===== src/rtl/eeu_pkg.sv =====
// ============================================================================
// eeu_pkg
// Shared types, register codes and constants of the data EEPROM controller.
// ============================================================================
package eeu_pkg;

    // Store geometry. The depth is a power of two; the address register
    // indexes the store through its low bits.
    localparam int STORE_DEPTH = 256;
    localparam int ADDR_W      = $clog2(STORE_DEPTH);

    localparam logic [15:0] WRITE_TICKS_RESET = 16'd1000;

    // Request codes on the input channel.
    localparam logic [1:0] REQ_READ  = 2'd0;
    localparam logic [1:0] REQ_WRITE = 2'd1;
    localparam logic [1:0] REQ_TICK  = 2'd2;

    // Register selectors.
    localparam logic [2:0] SEL_DATA    = 3'd0;
    localparam logic [2:0] SEL_ADDRESS = 3'd1;
    localparam logic [2:0] SEL_CONTROL = 3'd2;
    localparam logic [2:0] SEL_UNLOCK  = 3'd3;
    localparam logic [2:0] SEL_FLAG    = 3'd4;

    // Unlock sequence bytes and sequencer steps.
    localparam logic [7:0] UNLOCK_FIRST  = 8'h55;
    localparam logic [7:0] UNLOCK_SECOND = 8'hAA;
    localparam logic [1:0] STEP_IDLE     = 2'd0;
    localparam logic [1:0] STEP_FIRST    = 2'd1;
    localparam logic [1:0] STEP_ARMED    = 2'd2;

    // Control and flag register bit positions.
    localparam int CTL_RD_BIT    = 0;
    localparam int CTL_WR_BIT    = 1;
    localparam int CTL_WREN_BIT  = 2;
    localparam int FLAG_DONE_BIT = 4;

    localparam logic [7:0] ERASED_BYTE = 8'hFF;

    // Command kinds produced by the decoder.
    typedef logic [3:0] cmd_kind_t;
    localparam cmd_kind_t CMD_NOP       = 4'd0;
    localparam cmd_kind_t CMD_READ      = 4'd1;
    localparam cmd_kind_t CMD_WR_DATA   = 4'd2;
    localparam cmd_kind_t CMD_WR_ADDR   = 4'd3;
    localparam cmd_kind_t CMD_WR_CTL    = 4'd4;
    localparam cmd_kind_t CMD_WR_UNLOCK = 4'd5;
    localparam cmd_kind_t CMD_WR_FLAG   = 4'd6;
    localparam cmd_kind_t CMD_WR_OTHER  = 4'd7;
    localparam cmd_kind_t CMD_TICK      = 4'd8;

    typedef struct packed {
        cmd_kind_t   kind;
        logic [2:0]  reg_sel;
        logic [7:0]  reg_data;
    } cmd_t;

endpackage


===== src/rtl/eeu_if.sv =====
// ============================================================================
// eeu_if
// Valid/ready channels of the data EEPROM controller.
// ============================================================================
interface eeu_req_if;
    logic       valid;
    logic       ready;
    logic [1:0] req_type;
    logic [2:0] reg_sel;
    logic [7:0] reg_data;

    modport source (output valid, output req_type, output reg_sel, output reg_data,
                    input ready);
    modport sink   (input valid, input req_type, input reg_sel, input reg_data,
                    output ready);
endinterface

interface eeu_rsp_if;
    logic       valid;
    logic       ready;
    logic [7:0] read_data;
    logic       write_busy;
    logic       done_flag;

    modport source (output valid, output read_data, output write_busy,
                    output done_flag, input ready);
    modport sink   (input valid, input read_data, input write_busy,
                    input done_flag, output ready);
endinterface

interface eeu_cfg_if;
    logic        valid;
    logic        ready;
    logic [15:0] write_ticks;

    modport source (output valid, output write_ticks, input ready);
    modport sink   (input valid, input write_ticks, output ready);
endinterface


===== src/rtl/eeu_front.sv =====
// ============================================================================
// eeu_front
// Accepts bus items and classifies them into commands for the queue.
// ============================================================================
module eeu_front (
    eeu_req_if.sink         req,
    output eeu_pkg::cmd_t   push_cmd,
    output logic            push_valid,
    input  logic            push_ready
);
    import eeu_pkg::*;

    assign push_valid = req.valid;
    assign req.ready  = push_ready;

    always_comb
    begin
        push_cmd.reg_sel  = req.reg_sel;
        push_cmd.reg_data = req.reg_data;
        unique case (req.req_type)
            REQ_READ:
                push_cmd.kind = CMD_READ;
            REQ_WRITE:
            begin
                unique case (req.reg_sel)
                    SEL_DATA:    push_cmd.kind = CMD_WR_DATA;
                    SEL_ADDRESS: push_cmd.kind = CMD_WR_ADDR;
                    SEL_CONTROL: push_cmd.kind = CMD_WR_CTL;
                    SEL_UNLOCK:  push_cmd.kind = CMD_WR_UNLOCK;
                    SEL_FLAG:    push_cmd.kind = CMD_WR_FLAG;
                    default:     push_cmd.kind = CMD_WR_OTHER;
                endcase
            end
            REQ_TICK:
                push_cmd.kind = CMD_TICK;
            default:
                push_cmd.kind = CMD_NOP;
        endcase
    end

endmodule


===== src/rtl/eeu_queue.sv =====
// ============================================================================
// eeu_queue
// Two-entry command queue between the decoder and the execution unit.
// ============================================================================
module eeu_queue (
    input  logic            clk,
    input  logic            rst_n,
    input  eeu_pkg::cmd_t   push_cmd,
    input  logic            push_valid,
    output logic            push_ready,
    output eeu_pkg::cmd_t   head_cmd,
    output logic            head_valid,
    input  logic            head_take
);
    import eeu_pkg::*;

    cmd_t       slot_reg [2];
    logic       wr_ptr_reg;
    logic       rd_ptr_reg;
    logic [1:0] count_reg;
    logic [1:0] count_next;
    logic       push;
    logic       pop;

    assign push_ready = (count_reg != 2'd2);
    assign head_valid = (count_reg != 2'd0);
    assign head_cmd   = slot_reg[rd_ptr_reg];
    assign push       = push_valid && push_ready;
    assign pop        = head_take && head_valid;

    always_comb
    begin
        count_next = count_reg;
        if (push && !pop)
        begin
            count_next = count_reg + 2'd1;
        end
        else if (pop && !push)
        begin
            count_next = count_reg - 2'd1;
        end
    end

    always_ff @(posedge clk or negedge rst_n)
    begin
        if (!rst_n)
        begin
            wr_ptr_reg <= 1'b0;
            rd_ptr_reg <= 1'b0;
            count_reg  <= 2'd0;
        end
        else
        begin
            if (push)
            begin
                wr_ptr_reg <= ~wr_ptr_reg;
            end
            if (pop)
            begin
                rd_ptr_reg <= ~rd_ptr_reg;
            end
            count_reg <= count_next;
        end
    end

    always_ff @(posedge clk)
    begin
        if (push)
        begin
            slot_reg[wr_ptr_reg] <= push_cmd;
        end
    end

endmodule


===== src/rtl/eeu_back.sv =====
// ============================================================================
// eeu_back
// Executes commands against the register file and the byte store, and holds
// the result register.
// ============================================================================
module eeu_back (
    input  logic            clk,
    input  logic            rst_n,
    input  eeu_pkg::cmd_t   head_cmd,
    input  logic            head_valid,
    output logic            head_take,
    eeu_cfg_if.sink         cfg,
    eeu_rsp_if.source       rsp
);
    import eeu_pkg::*;

    logic [7:0]             store_mem [STORE_DEPTH];
    logic [STORE_DEPTH-1:0] written_reg;
    logic [7:0]             mem_q_reg;
    logic                   mem_q_ok_reg;

    logic [15:0] ticks_reg;
    logic [7:0]  data_reg,      data_next;
    logic        data_mem_reg,  data_mem_next;
    logic [7:0]  addr_reg,      addr_next;
    logic        wren_reg,      wren_next;
    logic        active_reg,    active_next;
    logic [1:0]  step_reg,      step_next;
    logic [15:0] cnt_reg,       cnt_next;
    logic [7:0]  paddr_reg,     paddr_next;
    logic [7:0]  pdata_reg,     pdata_next;
    logic        pmem_reg,      pmem_next;
    logic        done_reg,      done_next;

    logic        out_valid_reg;
    logic [7:0]  out_data_reg;
    logic        out_busy_reg;
    logic        out_done_reg;

    logic        fire;
    logic        rd_issue;
    logic        mem_we;
    logic [7:0]  rd_val;
    logic [7:0]  mem_eff;
    logic [7:0]  data_eff;
    logic [7:0]  pdata_eff;
    logic [7:0]  v;

    // A byte loaded by RD lives in the store's read register until something
    // replaces it; the data and pending-data registers point at it by a flag.
    assign mem_eff   = mem_q_ok_reg ? mem_q_reg : ERASED_BYTE;
    assign data_eff  = data_mem_reg ? mem_eff : data_reg;
    assign pdata_eff = pmem_reg ? mem_eff : pdata_reg;

    assign fire      = head_valid && (!out_valid_reg || rsp.ready);
    assign head_take = fire;
    assign v         = head_cmd.reg_data;
    assign cfg.ready = 1'b1;

    always_comb
    begin
        data_next     = data_reg;
        data_mem_next = data_mem_reg;
        addr_next     = addr_reg;
        wren_next     = wren_reg;
        active_next   = active_reg;
        step_next     = step_reg;
        cnt_next      = cnt_reg;
        paddr_next    = paddr_reg;
        pdata_next    = pdata_reg;
        pmem_next     = pmem_reg;
        done_next     = done_reg;
        rd_val        = 8'd0;
        rd_issue      = 1'b0;
        mem_we        = 1'b0;
        if (fire)
        begin
            unique case (head_cmd.kind)
                CMD_READ:
                begin
                    case (head_cmd.reg_sel)
                        SEL_DATA:    rd_val = data_eff;
                        SEL_ADDRESS: rd_val = addr_reg;
                        SEL_CONTROL: rd_val = {5'd0, wren_reg, active_reg, 1'b0};
                        SEL_FLAG:    rd_val = {3'd0, done_reg, 4'd0};
                        default:     rd_val = 8'd0;
                    endcase
                end
                CMD_WR_UNLOCK:
                begin
                    if (v == UNLOCK_FIRST)
                    begin
                        step_next = STEP_FIRST;
                    end
                    else if (v == UNLOCK_SECOND && step_reg == STEP_FIRST)
                    begin
                        step_next = STEP_ARMED;
                    end
                    else
                    begin
                        step_next = STEP_IDLE;
                    end
                end
                CMD_WR_CTL:
                begin
                    step_next = STEP_IDLE;
                    wren_next = v[CTL_WREN_BIT];
                    if (v[CTL_RD_BIT])
                    begin
                        rd_issue      = 1'b1;
                        data_mem_next = 1'b1;
                        // The read register is about to change: settle a
                        // pending byte that still points at it.
                        if (pmem_reg)
                        begin
                            pdata_next = mem_eff;
                            pmem_next  = 1'b0;
                        end
                    end
                    if (v[CTL_WR_BIT] && v[CTL_WREN_BIT] && step_reg == STEP_ARMED
                        && !active_reg)
                    begin
                        paddr_next  = addr_reg;
                        pdata_next  = data_eff;
                        pmem_next   = v[CTL_RD_BIT];
                        cnt_next    = (ticks_reg == 16'd0) ? 16'd1 : ticks_reg;
                        active_next = 1'b1;
                    end
                end
                CMD_WR_DATA:
                begin
                    step_next     = STEP_IDLE;
                    data_next     = v;
                    data_mem_next = 1'b0;
                end
                CMD_WR_ADDR:
                begin
                    step_next = STEP_IDLE;
                    addr_next = v;
                end
                CMD_WR_FLAG:
                begin
                    step_next = STEP_IDLE;
                    if (!v[FLAG_DONE_BIT])
                    begin
                        done_next = 1'b0;
                    end
                end
                CMD_WR_OTHER:
                begin
                    step_next = STEP_IDLE;
                end
                CMD_TICK:
                begin
                    if (active_reg)
                    begin
                        if (cnt_reg <= 16'd1)
                        begin
                            mem_we      = 1'b1;
                            active_next = 1'b0;
                            done_next   = 1'b1;
                            cnt_next    = 16'd0;
                        end
                        else
                        begin
                            cnt_next = cnt_reg - 16'd1;
                        end
                    end
                end
                default:
                begin
                end
            endcase
        end
    end

    always_ff @(posedge clk or negedge rst_n)
    begin
        if (!rst_n)
        begin
            ticks_reg     <= WRITE_TICKS_RESET;
            data_reg      <= 8'd0;
            data_mem_reg  <= 1'b0;
            addr_reg      <= 8'd0;
            wren_reg      <= 1'b0;
            active_reg    <= 1'b0;
            step_reg      <= STEP_IDLE;
            cnt_reg       <= 16'd0;
            paddr_reg     <= 8'd0;
            pdata_reg     <= 8'd0;
            pmem_reg      <= 1'b0;
            done_reg      <= 1'b0;
            written_reg   <= '0;
            mem_q_ok_reg  <= 1'b0;
            out_valid_reg <= 1'b0;
        end
        else
        begin
            if (cfg.valid)
            begin
                ticks_reg <= cfg.write_ticks;
            end
            data_reg     <= data_next;
            data_mem_reg <= data_mem_next;
            addr_reg     <= addr_next;
            wren_reg     <= wren_next;
            active_reg   <= active_next;
            step_reg     <= step_next;
            cnt_reg      <= cnt_next;
            paddr_reg    <= paddr_next;
            pdata_reg    <= pdata_next;
            pmem_reg     <= pmem_next;
            done_reg     <= done_next;
            if (mem_we)
            begin
                written_reg[paddr_reg[ADDR_W-1:0]] <= 1'b1;
            end
            if (rd_issue)
            begin
                mem_q_ok_reg <= written_reg[addr_reg[ADDR_W-1:0]];
            end
            if (fire)
            begin
                out_valid_reg <= 1'b1;
            end
            else if (rsp.ready)
            begin
                out_valid_reg <= 1'b0;
            end
        end
    end

    // Byte store: one write port, one registered read port.
    always_ff @(posedge clk)
    begin
        if (mem_we)
        begin
            store_mem[paddr_reg[ADDR_W-1:0]] <= pdata_eff;
        end
        if (rd_issue)
        begin
            mem_q_reg <= store_mem[addr_reg[ADDR_W-1:0]];
        end
    end

    always_ff @(posedge clk)
    begin
        if (fire)
        begin
            out_data_reg <= rd_val;
            out_busy_reg <= active_next;
            out_done_reg <= done_next;
        end
    end

    assign rsp.valid      = out_valid_reg;
    assign rsp.read_data  = out_data_reg;
    assign rsp.write_busy = out_busy_reg;
    assign rsp.done_flag  = out_done_reg;

    // A running cycle always has ticks left, and an idle one has none.
    a_count_live: assert property (@(posedge clk) disable iff (!rst_n)
        active_reg |-> (cnt_reg != 16'd0))
        else $error("programming cycle running with zero tick count");

    a_count_idle: assert property (@(posedge clk) disable iff (!rst_n)
        !active_reg |-> (cnt_reg == 16'd0))
        else $error("tick count nonzero while no cycle runs");

    // The store is written only at the end of a running cycle, which sets the flag.
    a_store_write: assert property (@(posedge clk) disable iff (!rst_n)
        mem_we |=> (!active_reg && done_reg))
        else $error("store write without cycle completion");

    a_step_range: assert property (@(posedge clk) disable iff (!rst_n)
        step_reg != 2'd3)
        else $error("unlock sequencer in unused step");

    // A result is not dropped while the consumer stalls.
    a_out_hold: assert property (@(posedge clk) disable iff (!rst_n)
        (out_valid_reg && !rsp.ready) |=> (out_valid_reg && $stable(out_data_reg)))
        else $error("result register changed while stalled");

endmodule


===== src/rtl/data_eeprom_unlock_controller_top.sv =====
// ============================================================================
// data_eeprom_unlock_controller_top
// Data EEPROM controller with unlock sequence, seen through byte registers.
// ============================================================================
// Each bus item (register read, register write or one tick) yields exactly
// one result item. The block sustains one item per clock cycle while results
// are taken as they appear. A result is registered in the result register
// once its command has left the command queue. The pace is set by the
// execution unit, which retires one command per cycle unless a result waits
// untaken, through a single registered read port and a single write port of
// the byte store. A two-entry command queue sits between the decoder and the
// execution unit, and lets a new item be accepted while a result still waits.
// The store reads as erased (0xFF) after reset through per-byte written flags,
// so there is no clearing pass and the block is ready right out of reset. The
// write_ticks register may be written only while no item is in flight.
module data_eeprom_unlock_controller_top (
    input  logic        clk,
    input  logic        rst_n,
    eeu_req_if.sink     req,
    eeu_cfg_if.sink     cfg,
    eeu_rsp_if.source   rsp
);
    import eeu_pkg::*;

    cmd_t push_cmd;
    logic push_valid;
    logic push_ready;
    cmd_t head_cmd;
    logic head_valid;
    logic head_take;

    eeu_front u_front (
        .req        (req),
        .push_cmd   (push_cmd),
        .push_valid (push_valid),
        .push_ready (push_ready)
    );

    eeu_queue u_queue (
        .clk        (clk),
        .rst_n      (rst_n),
        .push_cmd   (push_cmd),
        .push_valid (push_valid),
        .push_ready (push_ready),
        .head_cmd   (head_cmd),
        .head_valid (head_valid),
        .head_take  (head_take)
    );

    eeu_back u_back (
        .clk        (clk),
        .rst_n      (rst_n),
        .head_cmd   (head_cmd),
        .head_valid (head_valid),
        .head_take  (head_take),
        .cfg        (cfg),
        .rsp        (rsp)
    );

endmodule

===== src/flat_wrapper.sv =====
// flat-port wrapper written by rule: the top's interface ports become plain ports
module data_eeprom_unlock_controller_top_flat import eeu_pkg::*;
  (clk, rst_n, req_valid, req_req_type, req_reg_sel, req_reg_data, req_ready, cfg_valid, cfg_write_ticks, cfg_ready, rsp_valid, rsp_read_data, rsp_write_busy, rsp_done_flag, rsp_ready);
  eeu_req_if req_i ();
  eeu_cfg_if cfg_i ();
  eeu_rsp_if rsp_i ();
  input  logic clk;
  input  logic rst_n;
  input wire logic [$bits(req_i.valid)-1:0] req_valid;
  input wire logic [$bits(req_i.req_type)-1:0] req_req_type;
  input wire logic [$bits(req_i.reg_sel)-1:0] req_reg_sel;
  input wire logic [$bits(req_i.reg_data)-1:0] req_reg_data;
  output wire logic [$bits(req_i.ready)-1:0] req_ready;
  input wire logic [$bits(cfg_i.valid)-1:0] cfg_valid;
  input wire logic [$bits(cfg_i.write_ticks)-1:0] cfg_write_ticks;
  output wire logic [$bits(cfg_i.ready)-1:0] cfg_ready;
  output wire logic [$bits(rsp_i.valid)-1:0] rsp_valid;
  output wire logic [$bits(rsp_i.read_data)-1:0] rsp_read_data;
  output wire logic [$bits(rsp_i.write_busy)-1:0] rsp_write_busy;
  output wire logic [$bits(rsp_i.done_flag)-1:0] rsp_done_flag;
  input wire logic [$bits(rsp_i.ready)-1:0] rsp_ready;
  assign req_i.valid = req_valid;
  assign req_i.req_type = req_req_type;
  assign req_i.reg_sel = req_reg_sel;
  assign req_i.reg_data = req_reg_data;
  assign req_ready = req_i.ready;
  assign cfg_i.valid = cfg_valid;
  assign cfg_i.write_ticks = cfg_write_ticks;
  assign cfg_ready = cfg_i.ready;
  assign rsp_valid = rsp_i.valid;
  assign rsp_read_data = rsp_i.read_data;
  assign rsp_write_busy = rsp_i.write_busy;
  assign rsp_done_flag = rsp_i.done_flag;
  assign rsp_i.ready = rsp_ready;
  data_eeprom_unlock_controller_top u_core (.clk(clk), .rst_n(rst_n), .req(req_i), .cfg(cfg_i), .rsp(rsp_i));
endmodule

===== config.mk =====
export PLATFORM = sky130hd
export DESIGN_NAME = data_eeprom_unlock_controller_top_flat
export DESIGN_NICKNAME = d
export VERILOG_FILES = /design/src/rtl/eeu_pkg.sv /design/src/rtl/eeu_if.sv /design/src/rtl/eeu_front.sv /design/src/rtl/eeu_queue.sv /design/src/rtl/eeu_back.sv /design/src/rtl/data_eeprom_unlock_controller_top.sv /design/src/flat_wrapper.sv
export SDC_FILE = /design/constraint.sdc
export NUM_CORES = 2
export LEC_CHECK = 0
export BUFFER_PORTS_ARGS = -buffer_cell sky130_fd_sc_hd__buf_2
export CAP_MARGIN = 20
export CORE_MARGIN = 2
export CORE_UTILIZATION = 50
export CTS_CLUSTER_DIAMETER = 60
export DETAILED_ROUTE_END_ITERATION = 10
export PLACE_DENSITY = 0.65
export SYNTH_ARGS = -nofsm -noshare
export SYNTH_HDL_FRONTEND = slang
export SYNTH_SLANG_ARGS = --single-unit

===== constraint.sdc =====
create_clock -name clk -period 12.2 [get_ports clk]
set_clock_uncertainty 0.05 [all_clocks]
set_input_delay 1.83 -clock clk [delete_from_list [all_inputs] [get_ports clk]]
set_output_delay 1.83 -clock clk [all_outputs]
set_load 0.01 [all_outputs]

==> After elaboration in Yosys (flattened, before gate mapping) <==
Memories as Yosys holds them, arrays and structs flattened. A register that Yosys moved wholly into a read port is not among the register bits.
Cells that the tools add are included.
{ "word_totals": {"mem_count": 2, "ramBits": 2078, "output_inout_bits": 13, "regBits": 343} }
{ "op_classes": {"n_reduce_logical": 35, "addsub": 3, "bitwise": 3, "n_eq_ne": 25, "muxes": 49, "order_cmp": 4} }
{ "memory_table": {"columns": ["memory", "depth", "word_bits", "rd", "rd_ports_with_merged_regs", "write_ports", "line", "rtl"], "rows": [
  ["u_core.u_back.store_mem", 256, 8, 1, 1, 1, "eeu_back.sv:17", "logic [7:0] store_mem [STORE_DEPTH];"],
  ["u_core.u_queue.slot_reg", 2, 15, 1, 0, 1, "eeu_queue.sv:17", "cmd_t slot_reg [2];"]
]} }
{ "ops": {"columns": ["operator", "count"], "rows": [
  ["$or A256 B256 Y256", 1],
  ["$mux W16", 4],
  ["$mux W8", 5],
  ["$pmux W16 S2", 1],
  ["$pmux W8 S4", 1],
  ["$mux W1", 26],
  ["$lt A8 B9 Y1 const B", 2],
  ["$eq A4 B3 Y1 const B", 4],
  ["$le A16 B1 Y1 const B", 1],
  ["$logic_not A16 Y1", 1],
  ["$sub A16 B1 Y16 const B", 1],
  ["$pmux W3 S5", 1],
  ["$reduce_bool A2 Y1", 7],
  ["$pmux W4 S3", 1],
  ["$logic_and A1 B1 Y1", 10],
  ["$eq A3 B2 Y1 const B", 3],
  ["$reduce_and A3 Y1", 3],
  ["$bmux W1 S8", 1],
  ["$demux W1 S8", 1],
  ["$eq A4 B2 Y1 const B", 2],
  ["$eq A8 B7 Y1 const B", 1],
  ["$eq A8 B8 Y1 const B", 1],
  ["$ge A8 B1 Y1 const B", 1],
  ["$mux W2", 4],
  ["other kinds (19)", 36]
]} }

==> Logic depth before layout (Yosys ltp) <==
{ "logic_depth": {"depth_word": 7, "mapped_depth": 12, "depth_no_buf": 7} }

==> Hierarchy <==
Synthesis repeated with hierarchy kept, for this count alone.
{ "unflattened": {"hier_cells": 4538, "hier_area_um2": 95198.8} }
{ "modules_own_cells": {"columns": ["mod", "n_inst", "seq_area_each_um2", "cells_per_inst", "area_per_inst_um2"], "rows": [
  ["eeu_back", 1, 70279.9, 4451, 93727.4],
  ["eeu_queue", 1, 1001.0, 65, 1331.3],
  ["eeu_front", 1, 0.0, 22, 140.1]
]} }

==> Worst setup path before layout <==
OpenSTA, ideal clock, no wires.
{ "synth_timing": {"kind": "register to register", "from": "reg u_core.u_back.pmem_reg", "to": "mem u_core.u_back.store_mem[0][0], data pin", "arrival_ns": 7.561, "slack_ns": 3.004, "period_less_slack_ns": 9.196, "path_stages_with_launch": 4, "setup_ns": 1.585, "cell_sequence": "dfrtp_1 clkbuf_1 nor2_1 a21oi_1"} }
{ "synth_between": {"elab_chain_cells": 1} }
{ "synth_lines": {"columns": ["element", "line", "rtl"], "rows": [
  ["start: declaration", "eeu_back.sv:32", "logic pmem_reg, pmem_next;"],
  ["start signal: assignment", "eeu_back.sv:212", "pmem_reg <= pmem_next;"],
  ["$mux W8", null, null],
  ["via u_core.u_back.pdata_eff[0]", "eeu_back.sv:46", "logic [7:0] pdata_eff;"],
  ["end: declaration", "eeu_back.sv:17", null]
]} }
The timed path passes the listed nets, and every way through them passes these cells.

==> flow_metrics.tcl <==
set metrics [dict create \
    start_util 0.5042 \
    first_iter_violations 5246 \
    fill_cells 14020 \
    numCtsBuffers 230 \
    fin_crit_sh 0.4360 \
    gp_congestion 0.8281 \
    crit_start "u_core.u_back.addr_reg[0]" \
    hpwlAfterDp_mm 129.8 \
    layout_setup_ws_ns 6.881 \
    cap_violations 0 \
    rsz0062_at_grt "no" \
    drt-total-wl_mm 228.4 \
    yosysUniqueCellTypes 70 \
    fp.coreArea_um2 188200 \
    cts_max_level 4 \
    cp_max_fo 83 \
    post-cts-setup-buffers 0 \
    die-area_um2 193300 \
    routedWlPerCell_um 30.07 \
    ys_ff_latch 2429 \
    yosys.area.top_type "edfxtp_1" \
    synth-edff-count 2096 \
    ys_seq_area_frac 0.7512 \
    portBuffers 45 \
    drc 0 \
    cts_tree "yes" \
    ys_warn_count 0 \
    grt_pass1_vias 48420 \
    ctsHoldBuffers 0 \
    clk_latency_ns 0.87 \
    min_period_ns 5.319 \
    track_usage 0.2383 \
    finalSetupViolations 0 \
    status "completed" \
    antenna_found_initial 5 \
    synth.top_cell.area_share 0.6633 \
    cts_root_buf "clkbuf_16" \
    r2r_setup_slack_ns 6.88 \
    async_flop_share 0.1371 \
    p_leak_nw 28.89 \
    ant_nets 0 \
    tightestPinTransition_ns 1.188 \
    largest_reg_flops 2048 \
    drt_pass1_iterations 6 \
    crit_type "flip-flop to flip-flop" \
    placedCellCount 7155 \
    slew_headroom 0.2080 \
    vdd_drop_max_v 0.0001672 \
    clock.fmax_mhz 188.0 \
    hold_slack_ns 0.4200 \
    syn_nets 4877 \
    fp-row-count 159 \
    synth_area_per_cell_um2 19.61 \
    final_nets 4934 \
    synth.area.top_cells "edfxtp_1 (66%), mux4_2 (13%), dfrtp_1 (8.6%)" \
    num_io_pins 47 \
    pre_cts_slack_ns 6.774 \
    arrival_ns 5.88 \
    synth_cells 4840 \
    slew_viol_final 0 \
    required_ns 12.76 \
    die_w_um 439.6 \
    floorplan.die.height_um 439.6 \
    r2r-start "u_core.u_back.addr_reg[0]" \
    crit_path_end_kind "flip-flop" \
    cts_resized 0 \
    layout-drive-gt1-share 0.2274 \
    hp-class "flip-flop to flip-flop" \
    mappedNetlistArea_um2 94890 \
    clk_path_buf_depth 3 \
    via_count 47760 \
    power_w 0.02000 \
    min-delay-start "u_core.u_back.written_reg[141]" \
    area_growth_syn_to_layout_pct 11.36 \
    synthFlopType "edfxtp_1" \
    cp-start-kind "flip-flop" \
    cts_sinks 2429 \
    power_density_nw_per_um2 189.3 \
    grt_max_degree 172 \
    clkTransAtPathRegs_ns 0.06 \
    tns_ns 0 \
    grt_overflow_total 0 \
    final_cells 7595 \
    via_per_inst 6.289 \
    hold_viol 0 \
    grt_pass1_wl_mm 336.3 \
]
## layer usage
| metal | vias to the layer above | global-route usage | routed length, um |
|---|---|---|---|
| li1 | 19890 | - | - |
| met1 | 25470 | 0.3450 | 95160 |
| met2 | 2043 | 0.3670 | 108400 |
| met3 | 357 | 0.04899 | 18100 |
| met4 | 0 | 0.07645 | 6737 |
| met5 | - | 0 | 0 |
## metrics by stage
step	utilization	cell area, um2
4_1_cts	0.5609	105600
3_5_place_dp	0.5199	97840
5_1_grt	0.5615	105700
2_1_floorplan	-	94890
6_report	0.5615	105700
3_3_place_gp	0.5198	97820
## worst paths after layout
check / to / depth (start not counted)
worst max-delay path: u_core.u_back.mem_q_reg[6] / 8
worst min-delay path: u_core.u_back.written_reg[141] / 1
worst max register to register: u_core.u_back.mem_q_reg[6] / 8
worst min register to register: u_core.u_back.written_reg[141] / 1
max in group asynchronous: u_core.u_back.written_reg[37] / 2
min in group asynchronous: u_core.u_back.cnt_reg[4] / 1
## final cells by class
type | instances | area [um2] | area share
Tap cell | 2495 | 3122 | 0.02954
Inverter | 19 | 71.32 | 0.0006749
Timing Repair Buffer | 160 | 1254 | 0.01186
Clock buffer | 294 | 6182 | 0.05851
Antenna cell | 3 | 7.507 | 0.00007104
Sequential cell | 2429 | 71290 | 0.6747
Multi-Input combinational cell | 2057 | 22200 | 0.2101
Clock inverter | 138 | 1541 | 0.01459
## cells by family (layout without fill, tap and decap cells)
group | count (synthesis) | in the layout | share of synthesized area
DFF | 2429 | 2429 | 0.7512
xor gates and xnor gates | 5 | 5 | 0.0004616
AOI/OAI and AO/OA | 827 | 827 | 0.05950
buffers and inverters | 354 | 611 | 0.01795
other | 1 | 4 | 0.00003952
muxes | 639 | 639 | 0.1424
and+or+nand+nor | 582 | 582 | 0.02805
adders and majority gates | 3 | 3 | 0.0003956
## power by group
group	switching [W]	leakage (nW)	internal (W)	total, W
sequential	0.000107	19.1	0.00901	0.00911
clock	0.00307	3.76	0.00423	0.00730
combinational	0.00237	6.03	0.00122	0.00359
total	0.00555	28.9	0.0145	0.0200
## placed cells by master (no fill, tap or decap), types with 8 or more instances in the layout
master / netlist / final
edfxtp_1: 2096 / 2096
mux4_2: 566 / 566
nor2_1: 343 / 342
dfrtp_1: 327 / 324
a22oi_1: 266 / 266
o21bai_1: 256 / 256
clkbuf_16: 0 / 235
a21oi_1: 174 / 166
buf_4: 24 / 102
nand2_1: 81 / 71
o21ai_0: 54 / 54
clkbuf_1: 201 / 51
buf_2: 53 / 46
mux2i_1: 45 / 45
clkinv_2: 0 / 42
clkinv_1: 1 / 41
bufinv_16: 0 / 31
nor4_1: 39 / 30
mux2_2: 28 / 28
o22ai_1: 21 / 21
inv_1: 17 / 17
nor2b_1: 19 / 17
nor3_1: 18 / 17
nand3_1: 18 / 12
nor4_2: 1 / 10
clkinvlp_4: 0 / 10
nand2b_1: 10 / 8
or2_1: 8 / 8
a21oi_4: 0 / 8
nor3b_1: 8 / 8
clkbuf_8: 0 / 8
buf_12: 0 / 8
## cells in the mapped netlist (6+ instances only)
cell type	count
nor2b_1	19
dfrtp_1	327
nor4_1	39
nand2b_1	10
mux2i_1	45
mux2_2	28
mux4_2	566
nor3b_1	8
o221ai_1	6
nand2_1	81
o21ai_0	54
o21ai_1	7
o21bai_1	256
buf_4	24
a22oi_1	266
buf_2	53
inv_1	17
clkbuf_1	201
nand3_1	18
nor3_1	18
edfxtp_1	2096
nor2_1	343
or2_1	8
buf_6	26
dfstp_2	6
o22ai_1	21
a21oi_1	174
buf_1	29
## worst max-delay path: stages (launching register included)
cell and delay [ns]:
dfrtp_4 0.81, buf_12 0.61, buf_4 0.89, mux4_2 0.61
a22oi_1 0.27, a21oi_1 0.14, nor4_1 0.83, o22ai_1 0.45
or2_1 0.32
No activity file was read; power rests on OpenSTA's default activity.
